<file path="config.mk">
export PLATFORM = sky130hd
export DESIGN_NAME = light_hue_cycle_and_beat_flash
export DESIGN_NICKNAME = d
export VERILOG_FILES = /design/src/hdl/lhcbf_pkg.sv /design/src/hdl/lhcbf_fifo.sv /design/src/hdl/lhcbf_front.sv /design/src/hdl/lhcbf_back.sv /design/src/hdl/light_hue_cycle_and_beat_flash.sv
export SDC_FILE = /design/constraint.sdc
export NUM_CORES = 1
export LEC_CHECK = 0
export BUFFER_PORTS_ARGS = -buffer_cell sky130_fd_sc_hd__buf_2
export CAP_MARGIN = 40
export CORE_MARGIN = 2
export CORE_UTILIZATION = 60
export CTS_CLUSTER_SIZE = 12
export DETAILED_ROUTE_END_ITERATION = 10
export PLACE_DENSITY_LB_ADDON = 0.15
export SLEW_MARGIN = 25
export SYNTH_ARGS = -nofsm -noshare
export SYNTH_HDL_FRONTEND = slang
export SYNTH_SLANG_ARGS = --single-unit
</file>
<file path="constraint.sdc">
create_clock -name clk -period 8.3 [get_ports clk]
set_clock_uncertainty 0.2 [all_clocks]
set_input_delay 0.415 -clock clk [delete_from_list [all_inputs] [get_ports clk]]
set_output_delay 0.415 -clock clk [all_outputs]
set_load 0.05 [all_outputs]
</file>
<file path="src/hdl/lhcbf_pkg.sv">
// Shared types, codes and constants of the light hue cycle and beat flash block.
package lhcbf_pkg;

  // input event codes
  localparam logic [1:0] MODE_TICK = 2'd0;
  localparam logic [1:0] MODE_FAST = 2'd1;
  localparam logic [1:0] MODE_SLOW = 2'd2;

  // configuration register indexes
  localparam logic [2:0] REG_TICK_HUE_STEP   = 3'd0;
  localparam logic [2:0] REG_BEAT_HUE_STEP   = 3'd1;
  localparam logic [2:0] REG_HUE_START       = 3'd2;
  localparam logic [2:0] REG_HUE_END         = 3'd3;
  localparam logic [2:0] REG_BRIGHTNESS_SLEW = 3'd4;

  // reset values
  localparam logic [15:0] RST_TICK_HUE_STEP   = 16'd3000;
  localparam logic [15:0] RST_BEAT_HUE_STEP   = 16'd1500;
  localparam logic [15:0] RST_HUE_START       = 16'd0;
  localparam logic [15:0] RST_HUE_END         = 16'd46920;
  localparam logic [7:0]  RST_BRIGHTNESS_SLEW = 8'd7;
  localparam logic [7:0]  RST_BRIGHTNESS      = 8'd75;

  // command constants
  localparam logic [7:0] FADE_BRIGHTNESS = 8'd5;
  localparam logic [3:0] TR_TICK  = 4'd10;
  localparam logic [3:0] TR_FAST0 = 4'd0;
  localparam logic [3:0] TR_FAST1 = 4'd10;
  localparam logic [3:0] TR_SLOW0 = 4'd2;
  localparam logic [3:0] TR_SLOW1 = 4'd8;

  // hue to rgb constants
  localparam logic [16:0] HUE_SECTOR = 17'd65535;
  localparam logic [16:0] RISE_ROUND = 17'd128;
  localparam logic [24:0] RISE_DIV   = 25'd257;
  localparam logic [2:0]  LAST_SECTOR = 3'd5;

  // command queue depth
  localparam int QUEUE_DEPTH = 4;
  localparam int QPTR_W      = $clog2(QUEUE_DEPTH);
  localparam int QCNT_W      = $clog2(QUEUE_DEPTH + 1);

  typedef enum logic [1:0] {
    KIND_TICK,
    KIND_FAST,
    KIND_SLOW
  } kind_t;

  typedef struct packed {
    kind_t       kind;
    logic [7:0]  bri;      // brightness of the first command
    logic [15:0] hue;      // commanded hue
    logic [15:0] rgb_hue;  // hue the colour is taken from
  } cmd_t;

endpackage

</file>
<file path="src/hdl/lhcbf_fifo.sv">
// Short command queue between the event front end and the command back end.
module lhcbf_fifo (
  input  logic               clk,
  input  logic               rst_n,
  input  logic               push,
  input  lhcbf_pkg::cmd_t    din,
  output logic               full,
  input  logic               pop,
  output logic               nonempty,
  output lhcbf_pkg::cmd_t    dout
);

  lhcbf_pkg::cmd_t mem_r [lhcbf_pkg::QUEUE_DEPTH];
  logic [lhcbf_pkg::QPTR_W-1:0] wr_ptr_r, wr_ptr_nxt;
  logic [lhcbf_pkg::QPTR_W-1:0] rd_ptr_r, rd_ptr_nxt;
  logic [lhcbf_pkg::QCNT_W-1:0] count_r, count_nxt;
  logic do_push, do_pop;

  assign full     = (count_r == lhcbf_pkg::QCNT_W'(lhcbf_pkg::QUEUE_DEPTH));
  assign nonempty = (count_r != '0);
  assign dout     = mem_r[rd_ptr_r];
  assign do_push  = push && !full;
  assign do_pop   = pop && nonempty;

  always_comb begin
    wr_ptr_nxt = wr_ptr_r;
    rd_ptr_nxt = rd_ptr_r;
    count_nxt  = count_r;
    if (do_push) begin
      wr_ptr_nxt = (wr_ptr_r == lhcbf_pkg::QPTR_W'(lhcbf_pkg::QUEUE_DEPTH - 1)) ?
                   '0 : wr_ptr_r + 1'b1;
    end
    if (do_pop) begin
      rd_ptr_nxt = (rd_ptr_r == lhcbf_pkg::QPTR_W'(lhcbf_pkg::QUEUE_DEPTH - 1)) ?
                   '0 : rd_ptr_r + 1'b1;
    end
    if (do_push && !do_pop) begin
      count_nxt = count_r + 1'b1;
    end else if (do_pop && !do_push) begin
      count_nxt = count_r - 1'b1;
    end
  end

  always_ff @(posedge clk) begin
    if (!rst_n) begin
      wr_ptr_r <= '0;
      rd_ptr_r <= '0;
      count_r  <= '0;
    end else begin
      wr_ptr_r <= wr_ptr_nxt;
      rd_ptr_r <= rd_ptr_nxt;
      count_r  <= count_nxt;
    end
  end

  always_ff @(posedge clk) begin
    if (do_push) begin
      mem_r[wr_ptr_r] <= din;
    end
  end

endmodule

</file>
<file path="src/hdl/lhcbf_front.sv">
// Front end: takes events, holds the hue and brightness state and queues commands.
module lhcbf_front (
  input  logic              clk,
  input  logic              rst_n,
  input  logic              in_valid,
  output logic              in_ready,
  input  logic [1:0]        in_mode,
  input  logic [7:0]        in_target_brightness,
  input  logic              cfg_we,
  input  logic [2:0]        cfg_index,
  input  logic [15:0]       cfg_data,
  input  logic              q_full,
  output logic              q_push,
  output lhcbf_pkg::cmd_t   q_din
);

  logic [15:0] tick_step_r, beat_step_r;
  logic [7:0]  slew_r;
  logic [15:0] cur_hue_r, head_hue_r, ret_hue_r;
  logic [7:0]  cur_bri_r;

  logic [15:0] cur_hue_nxt, head_hue_nxt, ret_hue_nxt;
  logic [7:0]  cur_bri_nxt;
  logic        accept, known;
  logic [15:0] step, gap;
  logic signed [8:0] bri_diff, slew_s;
  logic [8:0]  boost;

  assign in_ready = !q_full;
  assign accept   = in_valid && in_ready;
  assign known    = (in_mode == lhcbf_pkg::MODE_TICK) || (in_mode == lhcbf_pkg::MODE_FAST) ||
                    (in_mode == lhcbf_pkg::MODE_SLOW);
  assign q_push   = accept && known;

  always_comb begin
    step = (in_mode == lhcbf_pkg::MODE_TICK) ? tick_step_r : beat_step_r;
    gap  = (cur_hue_r > head_hue_r) ? cur_hue_r - head_hue_r : head_hue_r - cur_hue_r;

    // hue step toward heading for tick and fast events; swap ends on arrival
    cur_hue_nxt  = cur_hue_r;
    head_hue_nxt = head_hue_r;
    ret_hue_nxt  = ret_hue_r;
    if (in_mode != lhcbf_pkg::MODE_SLOW) begin
      if (gap > step) begin
        cur_hue_nxt = (cur_hue_r > head_hue_r) ? cur_hue_r - step : cur_hue_r + step;
      end else begin
        cur_hue_nxt  = head_hue_r;
        head_hue_nxt = ret_hue_r;
        ret_hue_nxt  = head_hue_r;
      end
    end

    // brightness slew
    bri_diff = $signed({1'b0, cur_bri_r}) - $signed({1'b0, in_target_brightness});
    slew_s   = $signed({1'b0, slew_r});
    if (bri_diff > slew_s) begin
      cur_bri_nxt = cur_bri_r - slew_r;
    end else if (bri_diff < -slew_s) begin
      cur_bri_nxt = cur_bri_r + slew_r;
    end else begin
      cur_bri_nxt = in_target_brightness;
    end

    boost = '0;
    q_din = '0;
    case (in_mode)
      lhcbf_pkg::MODE_TICK: begin
        q_din.kind    = lhcbf_pkg::KIND_TICK;
        q_din.bri     = cur_bri_nxt;
        q_din.hue     = cur_hue_nxt;
        q_din.rgb_hue = cur_hue_nxt;
      end
      lhcbf_pkg::MODE_FAST: begin
        boost         = {1'b0, cur_bri_nxt} + {2'b00, cur_bri_nxt[7:1]};
        q_din.kind    = lhcbf_pkg::KIND_FAST;
        q_din.bri     = boost[8] ? 8'hFF : boost[7:0];
        q_din.hue     = cur_hue_r;
        q_din.rgb_hue = cur_hue_nxt;
      end
      lhcbf_pkg::MODE_SLOW: begin
        boost         = {1'b0, cur_bri_nxt} + {3'b000, cur_bri_nxt[7:2]};
        q_din.kind    = lhcbf_pkg::KIND_SLOW;
        q_din.bri     = boost[8] ? 8'hFF : boost[7:0];
        q_din.hue     = cur_hue_r;
        q_din.rgb_hue = cur_hue_r;
      end
      default: begin
        q_din = '0;
      end
    endcase
  end

  always_ff @(posedge clk) begin
    if (!rst_n) begin
      tick_step_r <= lhcbf_pkg::RST_TICK_HUE_STEP;
      beat_step_r <= lhcbf_pkg::RST_BEAT_HUE_STEP;
      slew_r      <= lhcbf_pkg::RST_BRIGHTNESS_SLEW;
      cur_hue_r   <= lhcbf_pkg::RST_HUE_START;
      head_hue_r  <= lhcbf_pkg::RST_HUE_END;
      ret_hue_r   <= lhcbf_pkg::RST_HUE_START;
      cur_bri_r   <= lhcbf_pkg::RST_BRIGHTNESS;
    end else if (cfg_we) begin
      case (cfg_index)
        lhcbf_pkg::REG_TICK_HUE_STEP:   tick_step_r <= cfg_data;
        lhcbf_pkg::REG_BEAT_HUE_STEP:   beat_step_r <= cfg_data;
        lhcbf_pkg::REG_HUE_START: begin
          cur_hue_r <= cfg_data;
          ret_hue_r <= cfg_data;
        end
        lhcbf_pkg::REG_HUE_END:         head_hue_r <= cfg_data;
        lhcbf_pkg::REG_BRIGHTNESS_SLEW: slew_r <= cfg_data[7:0];
        default: begin
        end
      endcase
    end else if (q_push) begin
      cur_hue_r  <= cur_hue_nxt;
      head_hue_r <= head_hue_nxt;
      ret_hue_r  <= ret_hue_nxt;
      cur_bri_r  <= cur_bri_nxt;
    end
  end

endmodule

</file>
<file path="src/hdl/lhcbf_back.sv">
// Back end: hue to rgb in two stages, stage A and the output register that emits the commands.
module lhcbf_back (
  input  logic              clk,
  input  logic              rst_n,
  input  logic              q_nonempty,
  input  lhcbf_pkg::cmd_t   q_dout,
  output logic              q_pop,
  output logic              out_valid,
  input  logic              out_ready,
  output logic [7:0]        out_brightness,
  output logic [15:0]       out_hue,
  output logic [3:0]        out_transition,
  output logic [7:0]        out_red,
  output logic [7:0]        out_green,
  output logic [7:0]        out_blue,
  output logic              out_last
);

  // stage A: sector and remainder
  logic            a_valid_r, a_valid_nxt;
  lhcbf_pkg::cmd_t a_cmd_r;
  logic [2:0]      a_sec_r, a_sec_nxt;
  logic [15:0]     a_rem_r, a_rem_nxt;

  // output register
  logic            o_valid_r, o_valid_nxt;
  lhcbf_pkg::kind_t o_kind_r;
  logic [7:0]      o_bri_r;
  logic [15:0]     o_hue_r;
  logic [3:0]      o_tr_r;
  logic [7:0]      o_red_r, o_green_r, o_blue_r;
  logic            o_last_r;

  logic        out_fire, b_load;
  logic [18:0] s6;
  logic [16:0] rem_g;
  logic [16:0] x;
  logic [24:0] x255, q_prod, q_rem;
  logic [7:0]  q0, rise, fall;
  logic [7:0]  red_n, green_n, blue_n;
  logic [3:0]  tr0;

  assign out_fire = o_valid_r && out_ready;
  assign b_load   = a_valid_r && (!o_valid_r || (out_fire && o_last_r));
  assign q_pop    = q_nonempty && (!a_valid_r || b_load);
  assign a_valid_nxt = q_pop || (a_valid_r && !b_load);

  // sector = hue*6 / 65535 with one correction step
  always_comb begin
    s6    = {1'b0, q_dout.rgb_hue, 2'b00} + {2'b00, q_dout.rgb_hue, 1'b0};
    rem_g = {1'b0, s6[15:0]} + {14'd0, s6[18:16]};
    if (rem_g >= lhcbf_pkg::HUE_SECTOR) begin
      a_sec_nxt = s6[18:16] + 3'd1;
      a_rem_nxt = 16'(rem_g - lhcbf_pkg::HUE_SECTOR);
    end else begin
      a_sec_nxt = s6[18:16];
      a_rem_nxt = rem_g[15:0];
    end
  end

  // rising channel: (rem + 128) / 257 via reciprocal and one correction
  always_comb begin
    x      = {1'b0, a_rem_r} + lhcbf_pkg::RISE_ROUND;
    x255   = {x, 8'd0} - {8'd0, x};
    q0     = x255[23:16];
    q_prod = {9'd0, q0, 8'd0} + {17'd0, q0};
    q_rem  = {8'd0, x} - q_prod;
    rise   = (q_rem >= lhcbf_pkg::RISE_DIV) ? q0 + 8'd1 : q0;
    fall   = 8'hFF - rise;
    case (a_sec_r)
      3'd0:    begin red_n = 8'hFF; green_n = rise;  blue_n = 8'h00; end
      3'd1:    begin red_n = fall;  green_n = 8'hFF; blue_n = 8'h00; end
      3'd2:    begin red_n = 8'h00; green_n = 8'hFF; blue_n = rise;  end
      3'd3:    begin red_n = 8'h00; green_n = fall;  blue_n = 8'hFF; end
      3'd4:    begin red_n = rise;  green_n = 8'h00; blue_n = 8'hFF; end
      3'd5:    begin red_n = 8'hFF; green_n = 8'h00; blue_n = fall;  end
      3'd6:    begin red_n = 8'hFF; green_n = rise;  blue_n = 8'h00; end
      default: begin red_n = 8'hFF; green_n = rise;  blue_n = 8'h00; end
    endcase
    case (a_cmd_r.kind)
      lhcbf_pkg::KIND_TICK: tr0 = lhcbf_pkg::TR_TICK;
      lhcbf_pkg::KIND_FAST: tr0 = lhcbf_pkg::TR_FAST0;
      lhcbf_pkg::KIND_SLOW: tr0 = lhcbf_pkg::TR_SLOW0;
      default:              tr0 = lhcbf_pkg::TR_TICK;
    endcase
  end

  always_comb begin
    o_valid_nxt = o_valid_r;
    if (b_load) begin
      o_valid_nxt = 1'b1;
    end else if (out_fire && o_last_r) begin
      o_valid_nxt = 1'b0;
    end
  end

  always_ff @(posedge clk) begin
    if (!rst_n) begin
      a_valid_r <= 1'b0;
      o_valid_r <= 1'b0;
    end else begin
      a_valid_r <= a_valid_nxt;
      o_valid_r <= o_valid_nxt;
    end
  end

  always_ff @(posedge clk) begin
    if (q_pop) begin
      a_cmd_r <= q_dout;
      a_sec_r <= a_sec_nxt;
      a_rem_r <= a_rem_nxt;
    end
    if (b_load) begin
      o_kind_r  <= a_cmd_r.kind;
      o_bri_r   <= a_cmd_r.bri;
      o_hue_r   <= a_cmd_r.hue;
      o_tr_r    <= tr0;
      o_red_r   <= red_n;
      o_green_r <= green_n;
      o_blue_r  <= blue_n;
      o_last_r  <= (a_cmd_r.kind == lhcbf_pkg::KIND_TICK);
    end else if (out_fire && !o_last_r) begin
      // advance to the fade command of a beat
      o_bri_r  <= lhcbf_pkg::FADE_BRIGHTNESS;
      o_tr_r   <= (o_kind_r == lhcbf_pkg::KIND_SLOW) ? lhcbf_pkg::TR_SLOW1 :
                                                        lhcbf_pkg::TR_FAST1;
      o_last_r <= 1'b1;
    end
  end

  assign out_valid      = o_valid_r;
  assign out_brightness = o_bri_r;
  assign out_hue        = o_hue_r;
  assign out_transition = o_tr_r;
  assign out_red        = o_red_r;
  assign out_green      = o_green_r;
  assign out_blue       = o_blue_r;
  assign out_last       = o_last_r;

  a_sector_range: assert property (@(posedge clk) disable iff (!rst_n)
    a_valid_r |-> (a_sec_r <= lhcbf_pkg::LAST_SECTOR + 3'd1) && (a_rem_r != 16'hFFFF))
    else $error("hue sector or remainder out of range");

  a_stage_hold: assert property (@(posedge clk) disable iff (!rst_n)
    (a_valid_r && !b_load) |=> (a_valid_r && $stable(a_rem_r) && $stable(a_sec_r)))
    else $error("stage A lost an item while stalled");

  a_fade_follows: assert property (@(posedge clk) disable iff (!rst_n)
    (out_fire && !o_last_r) |=> (o_valid_r && o_last_r &&
                                 o_bri_r == lhcbf_pkg::FADE_BRIGHTNESS))
    else $error("beat flash not followed by its fade command");

  a_tick_single: assert property (@(posedge clk) disable iff (!rst_n)
    (o_valid_r && o_kind_r == lhcbf_pkg::KIND_TICK) |-> o_last_r)
    else $error("tick produced more than one command");

endmodule

</file>
<file path="src/hdl/light_hue_cycle_and_beat_flash.sv">
// Top level of the light hue cycle and beat flash controller.
//
// Events enter on the in_ channel (mode, target brightness) under valid/ready.
// The front end updates hue and brightness state in the cycle an event is
// accepted and drops a command into a four-entry queue; the back end turns
// each command into one result (tick) or two (beat flash and fade) on the
// out_ channel, also valid/ready. Mode 3 is accepted and produces nothing.
// An event's command passes through the queue, stage A and the output register
// before it is offered. Throughput: one tick per cycle while out_ready is high;
// a beat holds the output register until both of its commands are taken.
// When the receiver stalls the output register holds its command, the hue
// to rgb stage and the queue fill, and in_ready drops once the queue is full.
// Reset (synchronous, rst_n low) restores the register defaults, hue 0
// heading toward 46920, brightness 75, and empties the queue and pipeline.
// Configuration writes on cfg_ take effect at once and belong to idle time;
// a write to hue_start or hue_end reloads the hue state.
module light_hue_cycle_and_beat_flash (
  input  logic        clk,
  input  logic        rst_n,
  input  logic        in_valid,
  output logic        in_ready,
  input  logic [1:0]  in_mode,
  input  logic [7:0]  in_target_brightness,
  output logic        out_valid,
  input  logic        out_ready,
  output logic [7:0]  out_brightness,
  output logic [15:0] out_hue,
  output logic [3:0]  out_transition,
  output logic [7:0]  out_red,
  output logic [7:0]  out_green,
  output logic [7:0]  out_blue,
  output logic        out_last,
  input  logic        cfg_we,
  input  logic [2:0]  cfg_index,
  input  logic [15:0] cfg_data
);

  logic            q_full, q_push, q_pop, q_nonempty;
  lhcbf_pkg::cmd_t q_din, q_dout;

  lhcbf_front u_front (
    .clk                  (clk),
    .rst_n                (rst_n),
    .in_valid             (in_valid),
    .in_ready             (in_ready),
    .in_mode              (in_mode),
    .in_target_brightness (in_target_brightness),
    .cfg_we               (cfg_we),
    .cfg_index            (cfg_index),
    .cfg_data             (cfg_data),
    .q_full               (q_full),
    .q_push               (q_push),
    .q_din                (q_din)
  );

  lhcbf_fifo u_queue (
    .clk      (clk),
    .rst_n    (rst_n),
    .push     (q_push),
    .din      (q_din),
    .full     (q_full),
    .pop      (q_pop),
    .nonempty (q_nonempty),
    .dout     (q_dout)
  );

  lhcbf_back u_back (
    .clk            (clk),
    .rst_n          (rst_n),
    .q_nonempty     (q_nonempty),
    .q_dout         (q_dout),
    .q_pop          (q_pop),
    .out_valid      (out_valid),
    .out_ready      (out_ready),
    .out_brightness (out_brightness),
    .out_hue        (out_hue),
    .out_transition (out_transition),
    .out_red        (out_red),
    .out_green      (out_green),
    .out_blue       (out_blue),
    .out_last       (out_last)
  );

endmodule
</file>
==> flow_summary.toml <==
[clocking]
cts_root_buf = "clkbuf_16"
cts_max_path_buffers = 3
cts_tree = "yes"
clock_latency_ps = 580
htreeDepth = 2
cts_sinks = 372
cts_made_buffers = 41
path_clk_slew_ps = 60

[floorplanning]
initial_core_util = 0.608
ioPinCount = 89
die_width_um = 199
dieArea_sq_mm = 0.0397
std_cell_rows = 71
core-area_sq_mm = 0.0376
die_y_um = 199

[final_layout]
final_common_cell = "edfxtp_1"
final_net_count = 2535
drive_gt1_frac = 0.112
final_cells = 2851
num_antenna_cells = 0
syn_to_final_growth_pct = 10.9
num-fill-cells = 2941
layout.cells.most_common_list = "edfxtp_1 (265), nand2_1 (226), inv_1 (186), ha_1 (182), nor2_1 (140)"

[detailed_routing]
drt_first_pass_iters = 5
drc = 0
vias = 17046
drtIter0Drc = 1232
viasPerCell = 5.98
drt-total-wl_um = 55000
wire_per_inst_um = 19.3
drtAntennaViolNets = 0

[timing]
setup_tns_ps = 0
setup_violations = 0
slew_violations = 0
fin_crit_ps = 7680
fin_ws_ps = 619
post-route-period-util = 0.925
fmax_mhz = 130
worst_slew_pin_slew_ps = 889
grt_setup_unrepaired = "false"
slew-limit-headroom = 0.406
hold_violations = 0

[placement]
place.gp.congestion = 0.931
place_inst = 2759
dp_hpwl_um = 40600
port_buffers = 86
place_ws_ps = 614

[critical_path]
cp_data_arrival_time_ps = 7880
critPathMaxStageDelay_ps = 530
critPathBufInv = 5
criticalPathCategory = "flip-flop to flip-flop"
critPathLaunchType = "flip-flop"
cp_max_fo = 9
cp-end-kind = "flip-flop"
cp.required_ps = 8500
crit_path_top_delay_cell = "a2111oi_1"
critPathTopFamily = "compound AO/OA/AOI/OAI gates"
reg2reg_depth = 29
cp.depth = 29
crit_top_cell = "ha_1"
reg2reg_slack_ps = 620

[synthesis]
ys.flop_type = "edfxtp_1"
synth_top_family_by_area = "compound AO/OA/AOI/OAI gates"
yosysSeqAreaShare = 0.442
synth_xor_area_frac = 0.0504
netlist.area_leader.share = 0.348
yosys.area.top_type = "edfxtp_1"
synthTopCellsByArea = "edfxtp_1 (35%), ha_1 (10%), dfxtp_1 (9.4%), mux4_2 (4.1%), nand2_1 (3.7%)"
synth-compound-area-share = 0.157
synth-simple-area-share = 0.121
synth_area_sq_mm = 0.0229
synth_cell_types = 87
synthAdderAreaFrac = 0.111
synthMuxAreaShare = 0.0726
syn_inst = 2224
syn_avg_cell_area_sq_um = 10.3
synth_edf_count = 265
synth_seq_cells = 372
ys_warn_count = 0
synthArstFlopShare = 0

[global_route]
grtUsageTotal = 0.284
grt_pass1_wl_um = 87600
grt_overflow_total = 0
grt_max_degree = 77
antenna_found_initial = 0
grt_pass1_vias = 16843

[outcome]
status = "completed"

[job]
cap_violations = 0

[hold_path]
hold-path-cell-count = 3
hp-class = "input pin to flip-flop"
cell type report:
| cell class | instances | area [sq um] | share of cell area |
|---|---|---|---|
| timing repair buffer | 126 | 796 | 0.0314 |
| multi-input combinational | 1578 | 11800 | 0.464 |
| sequential | 372 | 10100 | 0.398 |
| inverter | 188 | 709 | 0.0280 |
| clock buffer | 61 | 1120 | 0.0442 |
| tap | 511 | 639 | 0.0252 |
| clock inverter | 15 | 210 | 0.00829 |
cells in the mapped netlist, drive strengths merged (10+ instances only):
master    n
a211oi   12
a21boi   35
a21o     67
a21oi   132
a31oi    14
a32oi    13
and2     23
and3     14
buf      11
clkbuf   76
dfxtp   107
edfxtp  265
fa       12
ha      182
inv     186
mux2i    63
mux4     42
nand2   226
nand2b   13
nand3    46
nand4    23
nor2    142
nor2b    23
nor3     36
nor4     10
o211ai   16
o21a     15
o21ai   129
o21bai   20
o221ai   11
o22ai    22
xnor2    82
xor2     41
routing by layer:
metal  vias up  track usage  routed length, um
li1       8273            -                  -
met5         -            0                  0
met1      8127        0.358              23100
met2       525        0.493              26800
met4         0        0.109               1970
met3       121       0.0435               3140
cell families after synthesis:
family / Yosys count
simple gates: 592
compound gates: 552
flops: 372
buf+inv: 275
fa+ha+maj: 196
xor+xnor: 124
mux: 112
other cells: 1
final timing paths:
check | start | end
min | cfg_data[0] | u_front.tick_step_r[0]$_SDFFE_PN0P_
min reg2reg | u_back.a_cmd_r[27]$_DFFE_PP_ | u_back.out_hue[11]$_DFFE_PP_
max reg2reg | u_back.a_rem_r[7]$_DFFE_PP_ | u_back.out_green[7]$_DFFE_PP_
max | u_back.a_rem_r[7]$_DFFE_PP_ | u_back.out_green[7]$_DFFE_PP_
repair_timing:
item                                   4_1_cts  5_1_grt
setup endpoints to repair                    0        1
setup buffers                                0        0
resized for setup                            0        2
endpoints found under the hold margin       23        0
hold buffers                                11        0
tightest hold or removal path: cells and delay by family:
family | cells | cell delay [ps]
buf+inv | 1 | 170
compound gates | 1 | 70
simple gates | 1 | 70
sequential cells by signal (all words and copies together) (netlist names), 3 cells and up, named ones only:
name                   count
u_queue.mem_r            168
u_back.a_cmd_r            26
u_back.a_rem_r            16
u_back.out_hue            16
u_front.beat_step_r       16
u_front.cur_hue_r         16
u_front.head_hue_r        16
u_front.ret_hue_r         16
u_front.tick_step_r       16
u_back.out_blue            8
u_back.out_brightness      8
u_back.out_green           8
u_back.out_red             8
u_front.cur_bri_r          8
u_front.slew_r             8
u_queue.count_r            3
stage by stage:
stage	utilization	hold WS, ps	instance area, sq um
after floorplan	-	200	22900
after global placement	0.633	200	23800
after detailed placement	0.635	205	23900
after CTS	0.673	6.19	25300
after global routing	0.675	5.03	25400
final	0.675	10.5	25400
Power is left out: the tool's default activity adds up to more than one toggle a clock period on the data nets, which glitch-free logic cannot reach.
